==> config.mk <==
export PLATFORM = sky130hd
export DESIGN_NAME = mwre_queue
export DESIGN_NICKNAME = d
export VERILOG_FILES = /design/src/design/mwre_pkg.sv /design/src/design/mwre_queue.sv
export SDC_FILE = /design/constraint.sdc
export NUM_CORES = 1
export LEC_CHECK = 0
export BUFFER_PORTS_ARGS = -buffer_cell sky130_fd_sc_hd__buf_4
export CORE_UTILIZATION = 30
export CTS_CLUSTER_SIZE = 8
export DETAILED_ROUTE_END_ITERATION = 6
export PLACE_DENSITY = 0.49
export SLEW_MARGIN = 10
export SYNTH_ARGS = -nofsm -noshare
export SYNTH_HDL_FRONTEND = slang
export SYNTH_SLANG_ARGS = --single-unit
==> constraint.sdc <==
create_clock -name clk_i -period 2.9 [get_ports clk_i]
set_input_delay 0.58 -clock clk_i [delete_from_list [all_inputs] [get_ports clk_i]]
set_output_delay 0.58 -clock clk_i [all_outputs]
set_load 0.02 [all_outputs]
==> src/design/mwre_pkg.sv <==
// ----------------------------------------------------------------------------
// mwre_pkg: shared definitions of the masked weighted row extraction
// Widths of the fixed fields, parameter defaults, register indexes,
// status codes and the queue status word.
// ----------------------------------------------------------------------------
package mwre_pkg;

  // Parameter defaults.
  localparam int unsigned WEIGHT_FRAC_BITS_DEF = 16;
  localparam int unsigned SAMPLE_BITS_DEF      = 32;

  // Fixed field widths.
  localparam int unsigned WORD_W     = 32;
  localparam int unsigned WEIGHT_W   = 19;
  // The square of a weight is never negative and needs one bit less than
  // the full signed product.
  localparam int unsigned WSQ_FULL_W = 2 * WEIGHT_W;
  localparam int unsigned WSQ_W      = WSQ_FULL_W - 1;
  localparam int unsigned FLUX_W     = 64;
  localparam int unsigned VAR_W      = 63;
  localparam int unsigned NORM_W     = 48;
  localparam int unsigned STATUS_W   = 2;
  localparam int unsigned CFG_IDX_W  = 2;

  // Depth of the queue between the front and back ends.
  localparam int unsigned QUEUE_DEPTH = 4;

  // Reset values of the configuration registers.
  localparam logic [WORD_W-1:0] BAD_MASK_RST     = '0;
  localparam logic [WORD_W-1:0] REQUIRE_MASK_RST = 32'd1;

  // Configuration register indexes.
  typedef enum logic [CFG_IDX_W-1:0] {
    CFG_BAD_MASK     = 2'd0,
    CFG_REQUIRE_MASK = 2'd1
  } cfg_reg_e;

  // Row status codes.
  typedef enum logic [STATUS_W-1:0] {
    STATUS_OK        = 2'd0,
    STATUS_SATURATED = 2'd1,
    STATUS_BAD_TRACE = 2'd2
  } status_e;

  // Fill state of the queue, seen by both ends.
  typedef struct packed {
    logic full;
    logic empty;
  } queue_status_t;

endpackage

==> src/design/mwre_queue.sv <==
// ----------------------------------------------------------------------------
// mwre_queue: short first-in first-out queue
// Decouples pixel intake from the arithmetic so that each side can stall
// without holding the other while the queue has room.
// ----------------------------------------------------------------------------
module mwre_queue #(
  parameter int unsigned WIDTH = 8,
  parameter int unsigned DEPTH = mwre_pkg::QUEUE_DEPTH
) (
  input  logic                    clk_i,
  input  logic                    rst_ni,
  input  logic                    push_i,
  input  logic [WIDTH-1:0]        push_data_i,
  input  logic                    pop_i,
  output logic [WIDTH-1:0]        pop_data_o,
  output mwre_pkg::queue_status_t status_o
);

  localparam int unsigned PTR_W = (DEPTH > 1) ? $clog2(DEPTH) : 1;
  localparam int unsigned CNT_W = $clog2(DEPTH + 1);

  logic [WIDTH-1:0] slot_q [DEPTH];
  logic [PTR_W-1:0] wr_ptr_q, wr_ptr_d;
  logic [PTR_W-1:0] rd_ptr_q, rd_ptr_d;
  logic [CNT_W-1:0] count_q, count_d;
  logic             do_push, do_pop;

  assign status_o.full  = (count_q == CNT_W'(DEPTH));
  assign status_o.empty = (count_q == '0);
  assign do_push        = push_i && !status_o.full;
  assign do_pop         = pop_i && !status_o.empty;
  assign pop_data_o     = slot_q[rd_ptr_q];

  // Pointer and fill count update.
  always_comb begin
    wr_ptr_d = wr_ptr_q;
    rd_ptr_d = rd_ptr_q;
    count_d  = count_q;
    if (do_push) begin
      wr_ptr_d = (wr_ptr_q == PTR_W'(DEPTH - 1)) ? '0 : wr_ptr_q + 1'b1;
    end
    if (do_pop) begin
      rd_ptr_d = (rd_ptr_q == PTR_W'(DEPTH - 1)) ? '0 : rd_ptr_q + 1'b1;
    end
    if (do_push && !do_pop) begin
      count_d = count_q + 1'b1;
    end else if (do_pop && !do_push) begin
      count_d = count_q - 1'b1;
    end
  end

  always_ff @(posedge clk_i or negedge rst_ni) begin
    if (!rst_ni) begin
      wr_ptr_q <= '0;
      rd_ptr_q <= '0;
      count_q  <= '0;
    end else begin
      wr_ptr_q <= wr_ptr_d;
      rd_ptr_q <= rd_ptr_d;
      count_q  <= count_d;
    end
  end

  // Slot storage needs no reset: the fill count guards every read.
  always_ff @(posedge clk_i) begin
    if (do_push) begin
      slot_q[wr_ptr_q] <= push_data_i;
    end
  end

endmodule

==> results.txt <==
Register area share after synthesis: 0.7012
Fin. Hold Viols: 0
Slew margin rel.: 0.6120
Initial Utilization: 0.3152
WL per Instance: 14.62 um
Overall global routing resource usage: 0.1075
Syn Std Cell Area: 1620 um2
Core area: 5140 um2
Unrepaired setup endpoints after global routing: false
H-tree levels: 2
Fin Setup TNS: 0 ns
Max Cap Viol: 0
Critical path startpoint category: flop
Final instance area: 1931 um2
Final period util: 0.8063
Antenna Nets Post-Route: 0
Overflow after GRT: 0
Max Freq: 0.4277 GHz
Die width: 75.49 um
Syn nets: 98
Hold WS: 0.08712 ns
Avg Cell Area, Syn: 20.51 um2
Post-synth top area share: 0.5931
Hold_buf cts: 0
Library cells used by synthesis: 19
PnR worst setup slack: 0.5617 ns
Slew @ Worst Pin: 0.5819 ns
WL final: 2.559 mm
Gate Count Post-Synth: 79
Die ar.: 5699 um2
Root buf cell: clkbuf_8
Fin. max-slew vios: 0
Top post-synthesis cells by count: edfxtp_1, mux4_2, dfrtp_1
Placed inst area: 1846 um2
Clk sinks: 39
Num CTS Buffers: 5
DRC violations left: 0
Post-synth EDFFs: 32
Num rows: 26
Largest area contributor in the netlist: edfxtp_1
Final Net Count: 123
Dpl ws: 0.7333 ns
Number of buffers added on ports: 21
Post-Route Skew: 0.007965 ns
Clock latency on the worst-skew pair: 0.29 ns
Via count: 742
Vias per cell: 4.240
RePlAce Congestion: 0.6099
Clk slew on worst S/H paths: 0.07 ns
Outcome: finished, final reports clean
Yosys reg bits: 39
Synth area leaders: edfxtp_1, mux4_2, dfrtp_1
Ys flop type: edfxtp_1
HP Class: in -> async
Setup Viol. Count Final: 0
Die H: 75.49 um
Global-route wire length before repair: 4.146 mm
Pwr/cell area: 1003 nW/um2
Yosys Warn Count: 0
Share of flip-flops with an asynchronous set or reset: 0.1795
Most frequent cell after synthesis: edfxtp_1
Footprint of the multi-input gates: 452.9 um2
CTS tree: yes
Pre-antenna DRT Iters: 4
Critical Path AT: 1.76 ns
Area added between synthesis and finish: 19.15%
Peak supply drop: 365.6 uV
Register Area: 1136 um2
Initial DRC Count: 22
Share of layout cells above drive strength 1: 0.4571
Crit-path max FO: 11
Setup CP Type: reg -> out
Fill count: 498
Vias in the first global route: 844
Largest net degree at the start of global routing: 13
Reg2Reg Depth: 8
Leak: 0.7116 nW
Critical path capture point type: output port
Num ports: 22
Setup Fix Bufs, Post-CTS: 0
Clock buffer depth: 2
R2R setup slack: 0.84 ns
Initial antenna violation count: 0
Post_cts resized: 0
Tmin final: 2.338 ns
Critical path data required time: 2.32 ns
Ant. Diodes: 0
[worst paths after layout]
path,start,to
worst max-delay path,rd_ptr_q[0],pop_data_o[7]
worst min-delay path,rst_ni,count_q[0]
worst min register to register,count_q[2],count_q[2]
worst max register to register,count_q[0],count_q[2]
max in group asynchronous,rst_ni,rd_ptr_q[0]
min in group clk_i,push_data_i[3],slot_q[2][3]
[cell type report]
cell class	instances	area share
repair buffers	21	0.08166
well taps	70	0.04537
clock inverters	2	0.006481
flip-flops and latches	39	0.5885
clock buffers	6	0.03759
inverters	3	0.005833
multi-input cells	34	0.2346
[power breakdown]
part           total (mW)  switching (mW)  internal (mW)
registers           0.892           0.134          0.758
clock network       0.352           0.184          0.168
logic               0.692           0.315          0.377
[state kept, by name, indices dropped and copies added, names as in the netlist]
name / cells
rd_ptr_q: 2
count_q: 3
wr_ptr_q: 2
slot_q: 32
[stage by stage]
step	instances	power, mW	util
2_1_floorplan	79	1.381	-
3_3_place_gp	167	1.598	0.3591
3_5_place_dp	167	1.623	0.3591
4_1_cts	175	1.980	0.3756
5_1_grt	175	2.075	0.3756
6_report	175	1.936	0.3756
[layer usage]
metal,GRT usage,vias to the layer above,routed length [um]
met3,0.03439,8,128
met5,0,-,0
met4,0.06173,0,63
li1,-,346,-
met2,0.1736,17,1300
met1,0.1268,371,1066
[placed cells by master (no fill, tap or decap), drive strengths merged]
master,Yosys,routed
buf,3,21
mux2,5,5
nor2,3,3
nor2b,1,1
fa,1,1
xnor2,1,1
nand2b,1,1
nor3b,1,1
clkinv,0,1
nor3,1,1
xor2,2,2
dfrtp,7,7
mux4,8,8
and2,4,4
edfxtp,32,32
clkbuf,0,6
ha,6,6
clkinvlp,0,1
inv,3,3
[critical path, cell delays in order (launching register included)]
cell	delay, ns
dfrtp_1	0.71
mux4_2	0.59
buf_4	0.17
[kinds of logic (layout without fill, tap and decap cells)]
family	count (synthesis)	after routing	synth area share
buf+inv	6	32	0.01930
fa+ha+maj	7	7	0.05869
flops	39	39	0.7012
simple gates	11	11	0.05405
mux	13	13	0.1506
xor+xnor	3	3	0.01622
No activity file was read; power rests on OpenSTA's default activity.
