File: src/design/mwre_pkg.sv
// ----------------------------------------------------------------------------
// mwre_pkg: shared definitions of the masked weighted row extraction
// Widths of the fixed fields, parameter defaults, register indexes,
// status codes and the queue status word.
// ----------------------------------------------------------------------------
package mwre_pkg;

  // Parameter defaults.
  localparam int unsigned WEIGHT_FRAC_BITS_DEF = 16;
  localparam int unsigned SAMPLE_BITS_DEF      = 32;

  // Fixed field widths.
  localparam int unsigned WORD_W     = 32;
  localparam int unsigned WEIGHT_W   = 19;
  // The square of a weight is never negative and needs one bit less than
  // the full signed product.
  localparam int unsigned WSQ_FULL_W = 2 * WEIGHT_W;
  localparam int unsigned WSQ_W      = WSQ_FULL_W - 1;
  localparam int unsigned FLUX_W     = 64;
  localparam int unsigned VAR_W      = 63;
  localparam int unsigned NORM_W     = 48;
  localparam int unsigned STATUS_W   = 2;
  localparam int unsigned CFG_IDX_W  = 2;

  // Depth of the queue between the front and back ends.
  localparam int unsigned QUEUE_DEPTH = 4;

  // Reset values of the configuration registers.
  localparam logic [WORD_W-1:0] BAD_MASK_RST     = '0;
  localparam logic [WORD_W-1:0] REQUIRE_MASK_RST = 32'd1;

  // Configuration register indexes.
  typedef enum logic [CFG_IDX_W-1:0] {
    CFG_BAD_MASK     = 2'd0,
    CFG_REQUIRE_MASK = 2'd1
  } cfg_reg_e;

  // Row status codes.
  typedef enum logic [STATUS_W-1:0] {
    STATUS_OK        = 2'd0,
    STATUS_SATURATED = 2'd1,
    STATUS_BAD_TRACE = 2'd2
  } status_e;

  // Fill state of the queue, seen by both ends.
  typedef struct packed {
    logic full;
    logic empty;
  } queue_status_t;

endpackage

File: src/design/mwre_front.sv
// ----------------------------------------------------------------------------
// mwre_front: pixel intake and classification
// Holds the mask registers, decides whether a pixel is used and pushes the
// trimmed pixel word into the queue.
// ----------------------------------------------------------------------------
module mwre_front #(
  parameter int unsigned SAMPLE_BITS = mwre_pkg::SAMPLE_BITS_DEF
) (
  input  logic                                   clk_i,
  input  logic                                   rst_ni,
  // Configuration write channel
  input  logic                                   cfg_valid_i,
  output logic                                   cfg_ready_o,
  input  logic [mwre_pkg::CFG_IDX_W-1:0]         cfg_index_i,
  input  logic [mwre_pkg::WORD_W-1:0]            cfg_data_i,
  // Pixel channel
  input  logic                                   in_valid_i,
  output logic                                   in_stall_o,
  input  logic signed [mwre_pkg::WORD_W-1:0]     pixel_value_i,
  input  logic [mwre_pkg::WORD_W-1:0]            pixel_variance_i,
  input  logic [mwre_pkg::WORD_W-1:0]            pixel_mask_i,
  input  logic signed [mwre_pkg::WEIGHT_W-1:0]   profile_weight_i,
  input  logic [mwre_pkg::WORD_W-1:0]            trace_mask_i,
  input  logic                                   row_end_i,
  // Queue write side
  output logic                                   push_o,
  output logic [2*SAMPLE_BITS+mwre_pkg::WEIGHT_W+1:0] item_o,
  input  mwre_pkg::queue_status_t                q_status_i
);

  logic [mwre_pkg::WORD_W-1:0] bad_mask_q;
  logic [mwre_pkg::WORD_W-1:0] require_mask_q;
  logic                        use_pixel;

  // The register file is always ready to take a word.
  assign cfg_ready_o = 1'b1;

  // Mask registers.
  always_ff @(posedge clk_i or negedge rst_ni) begin
    if (!rst_ni) begin
      bad_mask_q     <= mwre_pkg::BAD_MASK_RST;
      require_mask_q <= mwre_pkg::REQUIRE_MASK_RST;
    end else if (cfg_valid_i) begin
      unique case (mwre_pkg::cfg_reg_e'(cfg_index_i))
        mwre_pkg::CFG_BAD_MASK:     bad_mask_q     <= cfg_data_i;
        mwre_pkg::CFG_REQUIRE_MASK: require_mask_q <= cfg_data_i;
        default: ;
      endcase
    end
  end

  // A pixel counts when its trace has a required bit and its image mask
  // carries no bad bit.
  assign use_pixel = (|(trace_mask_i & require_mask_q)) && !(|(pixel_mask_i & bad_mask_q));

  // Words enter the queue whenever it has room.
  assign in_stall_o = q_status_i.full;
  assign push_o     = in_valid_i && !q_status_i.full;
  assign item_o     = {row_end_i, use_pixel, profile_weight_i,
                       pixel_variance_i[SAMPLE_BITS-1:0], pixel_value_i[SAMPLE_BITS-1:0]};

endmodule

File: config.mk
export PLATFORM = sky130hd
export DESIGN_NAME = mwre_front
export DESIGN_NICKNAME = d
export VERILOG_FILES = /design/src/design/mwre_pkg.sv /design/src/design/mwre_front.sv
export SDC_FILE = /design/constraint.sdc
export NUM_CORES = 1
export LEC_CHECK = 0
export BUFFER_PORTS_ARGS = -buffer_cell sky130_fd_sc_hd__buf_2
export CAP_MARGIN = 25
export CORE_MARGIN = 10
export CORE_UTILIZATION = 39
export DETAILED_ROUTE_END_ITERATION = 10
export PLACE_DENSITY = 0.92
export RECOVER_POWER = 100
export SETUP_SLACK_MARGIN = 0.15
export SYNTH_ARGS = -nofsm -noshare
export SYNTH_HDL_FRONTEND = slang
export SYNTH_SLANG_ARGS = --single-unit
File: constraint.sdc
create_clock -name clk_i -period 1.8 [get_ports clk_i]
set_input_delay 0.18 -clock clk_i [delete_from_list [all_inputs] [get_ports clk_i]]
set_output_delay 0.18 -clock clk_i [all_outputs]
set_load 0.005 [all_outputs]
==> metrics.md, run 1 <==
| Metric | Value |
|---|---|
| Gr usage total | 17.7% |
| Initial Utilization | 40.5% |
| DP HPWL | 10,400 um |
| Global Route met1 Usage | 13.2% |
| Power Density | 1070 nW/um^2 |
| Final min period | 1930 ps |
| Area of the core | 8300 um^2 |
| Worst slew margin | 16.7% |
| DR DRC count | 0 |
| CTS tree | done |
| Post-Syn Area | 3360 um^2 |
| WL final | 12,200 um |
| Mapped Avg Cell Area | 12.6 um^2 |
| Measured slew at the worst slew-check pin | 1250 ps |
| Slew Limit Fails | 0 |
| CP peak stage delay | 390 ps |
| Syn nets | 454 |
| Final worst setup slack | -125 ps |
| Met3 GRT Util | 16.0% |
| Clock skew | 0 ps |
| Reg power frac | 49.1% |
| Fin. Hold Viols | 0 |
| Postcts setup bufs | 0 |
| Met2 Use GR | 32.1% |
| Comb power frac | 16.5% |
| Tot Pwr | 3.82 mW |
| Root Buffer | clkbuf_8 |
| Post-Place Setup Slack | 115 ps |
| Worst VDD drop | 0.672 mV |
| Routed Antenna Nets | 0 |
| Die ar. | 12,700 um^2 |
| Int Power | 2.89 mW |
| Clock share of power | 34.4% |
| Proportion of layout cells with a drive suffix above 1 | 62.6% |
| Die H | 113 um |
| Setup_tns | -125 ps |
| CP max-delay cell | dfrtp_1 |
| Psw | 0.931 mW |
| Hold WC Path Type | in -> reg |
| Largest net degree at the start of global routing | 44 |
| Drt wl/cell | 30.3 um |
| Achievable Freq | 519 MHz |
| Ys Warns | 0 |
| Register bit total from synthesis | 64 |
| Initial antenna violation count | 2 |
| WP data arrival | 1750 ps |
| Synthesized instance count | 266 |
| DR iter-0 viols | 86 |
| Unique cell type count in the Yosys netlist | 14 |
| Part of the cycle the worst path needs | 107% |
| ANT cells | 0 |
| Crit end category | primary output |
| First-pass GRT wire length | 16,600 um |
| Post-layout net count | 482 |
| Sw frac | 24.3% |
| Maximum clock path buffer count | 2 |
| P_leak | 1.65 nW |
| Gr busiest metal | met2 |
| Clock transition at path regs | 70 ps |
| Number of global-route vias before repair | 2,502 |
| Post-synthesis sequential area ratio | 47.6% |
| Sink Count | 64 |
| # setup viols final | 1 |
| Vias per cell | 5.43 |
| Critical path buffers and inverters | 1 |
| Failing checks | setup timing |
| CP cell instances | a22o_1, a221oi_2, nand4_1, nor4_1, buf_2 |
| Die Wd | 113 um |
| Port buffer count | 105 |
| Inserted Clock Buffers | 9 |
| Drt pass-1 iters | 6 |
| RePlAce Congestion | 0.766 |
| IO Pins | 276 |
| Status | finished with violations |
| Worst setup SP type | flip-flop |
| WS Path Type | reg -> out |
| Critical Path RT | 1620 ps |
| Max Cap Viol | 0 |
| Critical path's top delay family | compound AO/OA/AOI/OAI gates |
| Crit path max fanout | 2 |
| Num rows | 33 |
| Area Overhead vs Synth | 6.62% |
| Overflow after GRT | 0 |
| H-tree level count | 3 |
| Via Count | 2,182 |
| Unrepaired setup endpoints after global routing | true |
| Clk_lat worst skew | 330 ps |
## cell families after synthesis
family	Yosys count	synth area share (%)
AO/OA/AOI/OAI	32	7.44
buffers and inverters	93	20.8
flip-flops	64	47.6
multiplexers	64	21.4
other	1	0.111
AND/OR/NAND/NOR	12	2.64
## synthesized netlist by cell type, drive strengths merged
cell type  number  area [um^2]
buf            93          698
mux2           64          721
dfrtp          63         1580
a22oi          24          180
nand4           7         43.8
a221oi          4         35.0
a22o            4         35.0
nor4            2         12.5
conb            1         3.75
dfstp           1         26.3
nand3b          1         7.51
nor2b           1         6.26
nor3b           1         18.8
## cell type report
cell class	count	area (um^2)
Sequential cell	64	1600
Clock inverter	4	70.1
Fill cell	781	4710
Timing Repair Buffer	110	558
Clock buffer	10	138
Multi-Input combinational cell	109	1090
Tap cell	105	131
## registers in the layout, indices dropped and copies added (netlist names)
name            count
bad_mask_q         32
require_mask_q     32
## per-layer routing
layer  wire length, um  share of wire, %  vias to the layer above
li1                  -                 -                      921
met1              3110                26                     1054
met2              6570                54                      186
met3              2300                19                       17
met4               162               1.3                        4
met5                27              0.22                        -
## worst paths after layout
check / end / slack (ps) / cells past startpoint / start
worst max-delay path: item_o[83] / -130 / 5 / bad_mask_q[6]$_DFFE_PN0P_
worst min-delay path: bad_mask_q[1]$_DFFE_PN0P_ / 90 / 2 / cfg_data_i[1]
worst max register to register: require_mask_q[7]$_DFFE_PN0P_ / 1000 / 1 / require_mask_q[7]$_DFFE_PN0P_
worst min register to register: bad_mask_q[24]$_DFFE_PN0P_ / 500 / 1 / bad_mask_q[24]$_DFFE_PN0P_
max in group asynchronous: require_mask_q[0]$_DFFE_PN1P_ / 140 / 3 / rst_ni
min in group asynchronous: bad_mask_q[23]$_DFFE_PN0P_ / 640 / 2 / rst_ni
## stage by stage
| stage | hold slack (ps) | instances | utilization (%) | cell area, um^2 |
|---|---|---|---|---|
| floorplan | -116 | 266 | - | 3360 |
| detailed placement | 182 | 387 | 40.9 | 3390 |
| finish | 85.7 | 402 | 43.2 | 3590 |
| CTS | 66.3 | 402 | 43.8 | 3630 |
| global placement | 167 | 387 | 40.9 | 3390 |
| global route | 68.2 | 402 | 43.2 | 3590 |
## layout by cell type (no fill, tap or decap), types with 2 or more instances in the layout
| cell | count |
|---|---|
| clkbuf_8 | 10 |
| a221oi_2 | 3 |
| bufinv_16 | 2 |
| clkinv_2 | 2 |
| nand4_1 | 7 |
| dfrtp_1 | 63 |
| clkbuf_2 | 2 |
| a22o_1 | 4 |
| a22oi_1 | 23 |
| nor4_1 | 2 |
| clkbuf_1 | 5 |
| mux2_1 | 2 |
| buf_2 | 100 |
| mux2_2 | 62 |
## power groups by stage
stage | combinational [mW] | clock (mW) | sequential, mW
floorplan | 0.536 | 0 | 1.83
global placement | 0.614 | 0 | 1.88
detailed placement | 0.637 | 0 | 1.90
CTS | 0.653 | 1.36 | 1.88
global route | 0.693 | 1.42 | 1.91
finish | 0.630 | 1.32 | 1.88
## what timing repair did
| action | 4_1_cts | 5_1_grt |
|---|---|---|
| endpoints found under the setup margin | 1 | 1 |
| hold endpoints to repair | 21 | 0 |
| gates resized for setup | 4 | 0 |
| hold buffers | 1 | 0 |
(Power assumes the default switching activity.)
==> inputs of run 2 (changes only) <==
--- a/config.mk
+++ b/config.mk
@@ -8,9 +8,9 @@
 export BUFFER_PORTS_ARGS = -buffer_cell sky130_fd_sc_hd__buf_2
 export CAP_MARGIN = 25
 export CORE_MARGIN = 10
-export CORE_UTILIZATION = 39
+export CORE_UTILIZATION = 30
 export DETAILED_ROUTE_END_ITERATION = 10
-export PLACE_DENSITY = 0.92
+export PLACE_DENSITY = 0.76
 export RECOVER_POWER = 100
 export SETUP_SLACK_MARGIN = 0.15
 export SYNTH_ARGS = -nofsm -noshare
==> metrics.md, run 2 (synthesized netlist as in run 1, its figures left out) <==
| Metric | Value |
|---|---|
| Final min period | 1890 ps (-35.2 ps) |
| Worst slew margin | 34.7% (+18 points) |
| Most common cell after layout, fill and taps aside | buf_2 |
| P_leak | 1.62 nW (-1.8%) |
| CTS tree | done |
| Num rows | 38 (+15%) |
| Drt pass-1 iters | 4 (-2) |
| Vias per cell | 4.83 (-11%) |
| Post-Place Setup Slack | 128 ps (+12.9 ps) |
| CP max-delay cell | dfrtp_1 |
| Gr usage total | 14.5% (-3.2 points) |
| R2R Setup Slk | 970 ps (-30 ps) |
| Commonest non-fill, non-tap cells in the layout | buf_2, dfrtp_1, mux2_2 |
| Area of the core | 10,900 um^2 (+31%) |
| Final worst setup slack | -90.2 ps (+35.2 ps) |
| WL final | 12,200 um (about the same) |
| Crit path capture | item_o[83] |
| Critical path buffers and inverters | 1 (unchanged) |
| Initial antenna violation count | 1 (-1) |
| CP cell instances | a22o_1, a221oi_2, nand4_1, nor4_1, buf_2 |
| Failing checks | setup timing |
| Routed Antenna Nets | 0 (unchanged) |
| Max Cap Viol | 0 (unchanged) |
| Unrepaired setup endpoints after global routing | true |
| CP peak stage delay | 380 ps (about the same) |
| Maximum clock path buffer count | 2 (unchanged) |
| Hold WC Path Type | in -> reg |
| Die ar. | 15,900 um^2 (+24%) |
| Area Overhead vs Synth | 6.32% |
| Status | finished with violations |
| IO Pins | 276 (unchanged) |
| Power Density | 1020 nW/um^2 (-4.7%) |
| Worst VDD drop | 0.476 mV (-29%) |
| Root Buffer | clkbuf_8 |
| Final core utilization | 32.9% (-10 points) |
| Fin Hold WS | 80.5 ps (-5.21 ps) |
| Initial Utilization | 30.9% (-9.6 points) |
| Worst reg-to-reg path cell count | 1 (unchanged) |
| Largest registers | bad_mask_q (32), require_mask_q (32) |
| WS Path Type | reg -> out |
| First-pass GRT wire length | 17,000 um (+2.1%) |
| Number of global-route vias before repair | 2,408 (-3.8%) |
| DR DRC count | 0 (unchanged) |
| Critical Path RT | 1620 ps (about the same) |
| DP HPWL | 10,300 um (-1.7%) |
| Inserted Clock Buffers | 9 (unchanged) |
| Hold path startpoint | cfg_data_i[31] |
| Critical R2R Launch | require_mask_q[18]$_DFFE_PN0P_ |
| R2r endpoint | require_mask_q[18]$_DFFE_PN0P_ |
| H-tree level count | 3 (unchanged) |
| Part of the cycle the worst path needs | 105% (-2.0 points) |
| Critical path startpoint | bad_mask_q[6]$_DFFE_PN0P_ |
| Fin. Hold Viols | 0 (unchanged) |
| Die Wd | 126 um (+12%) |
| # setup viols final | 1 (unchanged) |
| Measured slew at the worst slew-check pin | 980 ps (-270 ps) |
| Cell count along the critical path | 5 (unchanged) |
| Proportion of layout cells with a drive suffix above 1 | 61.7% (-0.88 points) |
| WP data arrival | 1710 ps (-40 ps) |
| Worst setup SP type | flip-flop |
| Crit path max fanout | 2 (unchanged) |
| Sink Count | 64 (unchanged) |
| DR iter-0 viols | 54 (-37%) |
| Port buffer count | 105 (unchanged) |
| Critical path's top delay family | compound AO/OA/AOI/OAI gates |
| Fillcell total | 1,101 (+41%) |
| Drt wl/cell | 27.7 um (-8.3%) |
| Clock transition at path regs | 70 ps (about the same) |
| Clock skew | 0 ps (unchanged) |
| Slew Limit Fails | 0 (unchanged) |
| Achievable Freq | 529 MHz (+1.9%) |
| Clk_lat worst skew | 340 ps (about the same) |
| Die H | 126 um (+12%) |
| RePlAce Congestion | 0.768 (+0.29%) |
| Via Count | 2,120 (-2.8%) |
| Setup_tns | -90.2 ps (+35.2 ps) |
| Post-layout net count | 481 (-0.21%) |
| Overflow after GRT | 0 (unchanged) |
| Largest net degree at the start of global routing | 65 (+48%) |
| Crit end category | primary output |
## run 2: power breakdown
group / switching [mW] / internal, mW / total [mW] / leakage (nW)
registers: 0.159 / 1.71 / 1.87 / 0.756
logic: 0.246 / 0.372 / 0.618 / 0.780
clock network: 0.569 / 0.575 / 1.14 / 0.0886
total: 0.975 / 2.66 / 3.64 / 1.62
## run 2: how the worst min path moves through the flow
| stage | end | slack (ps) | depth (start not counted) |
|---|---|---|---|
| CTS | bad_mask_q[31]$_DFFE_PN0P_ | 50 | 2 |
| global placement | bad_mask_q[23]$_DFFE_PN0P_ | 220 | 2 |
| global route | bad_mask_q[30]$_DFFE_PN0P_ | 70 | 2 |
| floorplan | bad_mask_q[0]$_DFFE_PN0P_ | -120 | 0 |
| detailed placement | require_mask_q[2]$_DFFE_PN0P_ | 230 | 2 |
| finish | bad_mask_q[31]$_DFFE_PN0P_ | 80 | 2 |
## run 2: stage by stage
step | instance area, um^2 | total power [mW] | std cells
3_5_place_dp | 3430 | 2.54 | 421
6_report | 3580 | 3.64 | 439
4_1_cts | 3630 | 3.72 | 438
5_1_grt | 3580 | 3.84 | 439
2_1_floorplan | 3360 | 2.37 | 266
3_3_place_gp | 3430 | 2.49 | 421
## run 2: layout make-up
cell class	instances	area, um^2	area share (%)
tap	140	175	4.90
antenna	1	2.50	0.0700
multi-input combinational	109	1060	29.8
clock inverter	4	28.8	0.804
clock buffer	12	155	4.34
sequential	64	1600	44.8
timing repair buffer	109	548	15.3
## run 2: metal layers
| metal | up-vias | wire length, um | global-route usage (%) |
|---|---|---|---|
| met5 | - | 0 | 0.619 |
| met4 | 0 | 370 | 6.76 |
| met3 | 27 | 1920 | 10.4 |
| met2 | 164 | 6500 | 25.4 |
| met1 | 1009 | 3390 | 12.0 |
| li1 | 920 | - | - |
## run 2: what timing repair did
action / CTS / global route
hold buffers: 1 / 0
resized for setup: 2 / 0
setup endpoints to repair: 1 / 1
buffers inserted: 0 / 0
hold endpoints to repair: 63 / 0
pin swaps: 0 / 0
==> inputs of run 3 (changes only) <==
--- a/config.mk
+++ b/config.mk
@@ -8,9 +8,9 @@
 export BUFFER_PORTS_ARGS = -buffer_cell sky130_fd_sc_hd__buf_2
 export CAP_MARGIN = 25
 export CORE_MARGIN = 10
-export CORE_UTILIZATION = 30
+export CORE_UTILIZATION = 39
 export DETAILED_ROUTE_END_ITERATION = 10
-export PLACE_DENSITY = 0.76
+export PLACE_DENSITY_LB_ADDON = 0.3
 export RECOVER_POWER = 100
 export SETUP_SLACK_MARGIN = 0.15
 export SYNTH_ARGS = -nofsm -noshare
==> metrics.md, run 3 (synthesized netlist as in run 1, its figures left out) <==
| Metric | Value |
|---|---|
| WS Path Type | reg -> out |
| Commonest non-fill, non-tap cells in the layout | buf_2, dfrtp_1, mux2_2 |
| Clock skew | 0 ps (unchanged) |
| Crit path max fanout | 2 (unchanged) |
| DR WL met3 | 2110 um (+9.8%) |
| Via Count | 2,102 (-0.85%) |
| Worst setup SP type | flip-flop |
| Area Overhead vs Synth | 7.07% |
| Initial antenna violation count | 0 (-1) |
| Max Used Layer | met4 |
| Failing checks | setup timing |
| Final min period | 1970 ps (+79.5 ps) |
| Clock transition at path regs | 80 ps (about the same) |
| Critical Path RT | 1620 ps (about the same) |
| Num rows | 33 (-13%) |
| Final worst setup slack | -170 ps (-79.5 ps) |
| Worst VDD drop | 0.600 mV (+26%) |
| Most common cell after layout, fill and taps aside | buf_2 |
| Largest net degree at the start of global routing | 33 (-49%) |
| # setup viols final | 1 (unchanged) |
| Port buffer count | 105 (unchanged) |
| WP data arrival | 1790 ps (+80 ps) |
| IO Pins | 276 (unchanged) |
| Proportion of layout cells with a drive suffix above 1 | 62.7% (+0.92 points) |
| Fin Hold WS | 88.6 ps (+8.09 ps) |
| Reg area | 1600 um^2 (unchanged) |
| CTS tree | done |
| Largest registers | bad_mask_q (32), require_mask_q (32) |
| Maximum clock path buffer count | 2 (unchanged) |
| Die H | 113 um (-10%) |
| First-pass GRT wire length | 16,000 um (-5.5%) |
| WL final | 11,300 um (-7.1%) |
| Inserted Clock Buffers | 9 (unchanged) |
| Area of the core | 8300 um^2 (-24%) |
| DP HPWL | 9720 um (-5.2%) |
| Initial Utilization | 40.5% (+9.6 points) |
| Routed Antenna Nets | 0 (unchanged) |
| P_leak | 1.64 nW (+1.3%) |
| Post-layout net count | 483 (+0.42%) |
| ANT cells | 0 (-1) |
| Measured slew at the worst slew-check pin | 1290 ps (+306 ps) |
| DR iter-0 viols | 24 (-56%) |
| Multi-input logic area | 1090 um^2 (+2.4%) |
| Drt wl/cell | 27.9 um (+0.65%) |
| Part of the cycle the worst path needs | 109% (+4.4 points) |
| Routed met1 length | 3340 um (-1.7%) |
| Die Wd | 113 um (-10%) |
| Die ar. | 12,700 um^2 (-20%) |
| Post-Place Setup Slack | 11.0 ps (-117 ps) |
| Power Density | 1070 nW/um^2 (+4.8%) |
| Tot Pwr | 3.84 mW (+5.5%) |
| H-tree level count | 3 (unchanged) |
| Hold WC Path Type | in -> reg |
| Sink Count | 64 (unchanged) |
| Worst slew margin | 14.3% (-20 points) |
| Max Cap Viol | 0 (unchanged) |
| DR DRC count | 0 (unchanged) |
| Fin. Hold Viols | 0 (unchanged) |
| Overflow after GRT | 0 (unchanged) |
| Routed wl met2 | 5760 um (-11%) |
| Status | finished with violations |
| Root Buffer | clkbuf_8 |
| Slew Limit Fails | 0 (unchanged) |
| RePlAce Congestion | 0.727 (-5.4%) |
| Vias per cell | 5.19 (+7.5%) |
| Postcts setup bufs | 0 (unchanged) |
| Crit end category | primary output |
| Unrepaired setup endpoints after global routing | true |
| Gr usage total | 16.6% (+2.1 points) |
| Achievable Freq | 508 MHz (-4.0%) |
| Drt pass-1 iters | 4 (unchanged) |
| Fillcell total | 813 (-26%) |
| Clk_lat worst skew | 330 ps (about the same) |
| Number of global-route vias before repair | 2,464 (+2.3%) |
## run 3: changes by cell type in the layout (fill, tap and decap cells not counted), moves of 2 or more
| cell | previous run | this run |
|---|---|---|
| a221oi_1 | 2 | 0 |
| a221oi_2 | 2 | 4 |
| buf_4 | 0 | 2 |
| bufinv_16 | 0 | 2 |
| clkbuf_8 | 11 | 9 |
| nor4_1 | 2 | 0 |
| nor4_2 | 0 | 2 |
## run 3: layer usage
metal	vias to the layer above	GRT usage, %
li1	930	-
met1	996	14.2
met2	168	28.9
met3	8	14.0
met4	0	3.47
met5	-	0.392
## run 3: worst paths after layout
kind / startpoint / end / slack (ps) / depth (start not counted)
worst max register to register: bad_mask_q[23]$_DFFE_PN0P_ / bad_mask_q[23]$_DFFE_PN0P_ / 1000 / 1
worst min-delay path: cfg_data_i[31] / bad_mask_q[31]$_DFFE_PN0P_ / 90 / 2
min in group asynchronous: rst_ni / require_mask_q[18]$_DFFE_PN0P_ / 650 / 2
worst max-delay path: bad_mask_q[12]$_DFFE_PN0P_ / item_o[83] / -170 / 5
max in group asynchronous: rst_ni / require_mask_q[20]$_DFFE_PN0P_ / 130 / 3
worst min register to register: bad_mask_q[27]$_DFFE_PN0P_ / bad_mask_q[27]$_DFFE_PN0P_ / 510 / 1
## run 3: power by group
part | switching (mW) | internal (mW)
logic | 0.240 | 0.376
registers | 0.153 | 1.71
clock network | 0.576 | 0.779
## run 3: cell type report
cell class	count	area share (%)
sequential	64	44.5
multi-input combinational	109	30.3
timing repair buffer	111	15.5
tap	105	3.65
clock buffer	9	3.44
clock inverter	7	2.67
## run 3: timing repair
item | CTS | global route
hold buffers | 1 | 0
gates resized for setup | 5 | 1
endpoints found under the hold margin | 21 | 0
setup endpoints to repair | 1 | 1
## run 3: metrics by stage
step,std cells,utilization (%),instance area [um^2],setup TNS (ps)
floorplan,266,-,3360,0
global placement,388,40.8,3390,0
detailed placement,388,40.8,3390,0
CTS,405,43.9,3650,-200
global route,405,43.4,3600,-2930
finish,405,43.4,3600,-170
## run 3: critical path: stages (launching register included)
cell and delay [ps]:
dfrtp_1 380, a22o_1 240, a221oi_2 230, nand4_1 140, nor4_2 290, buf_2 170
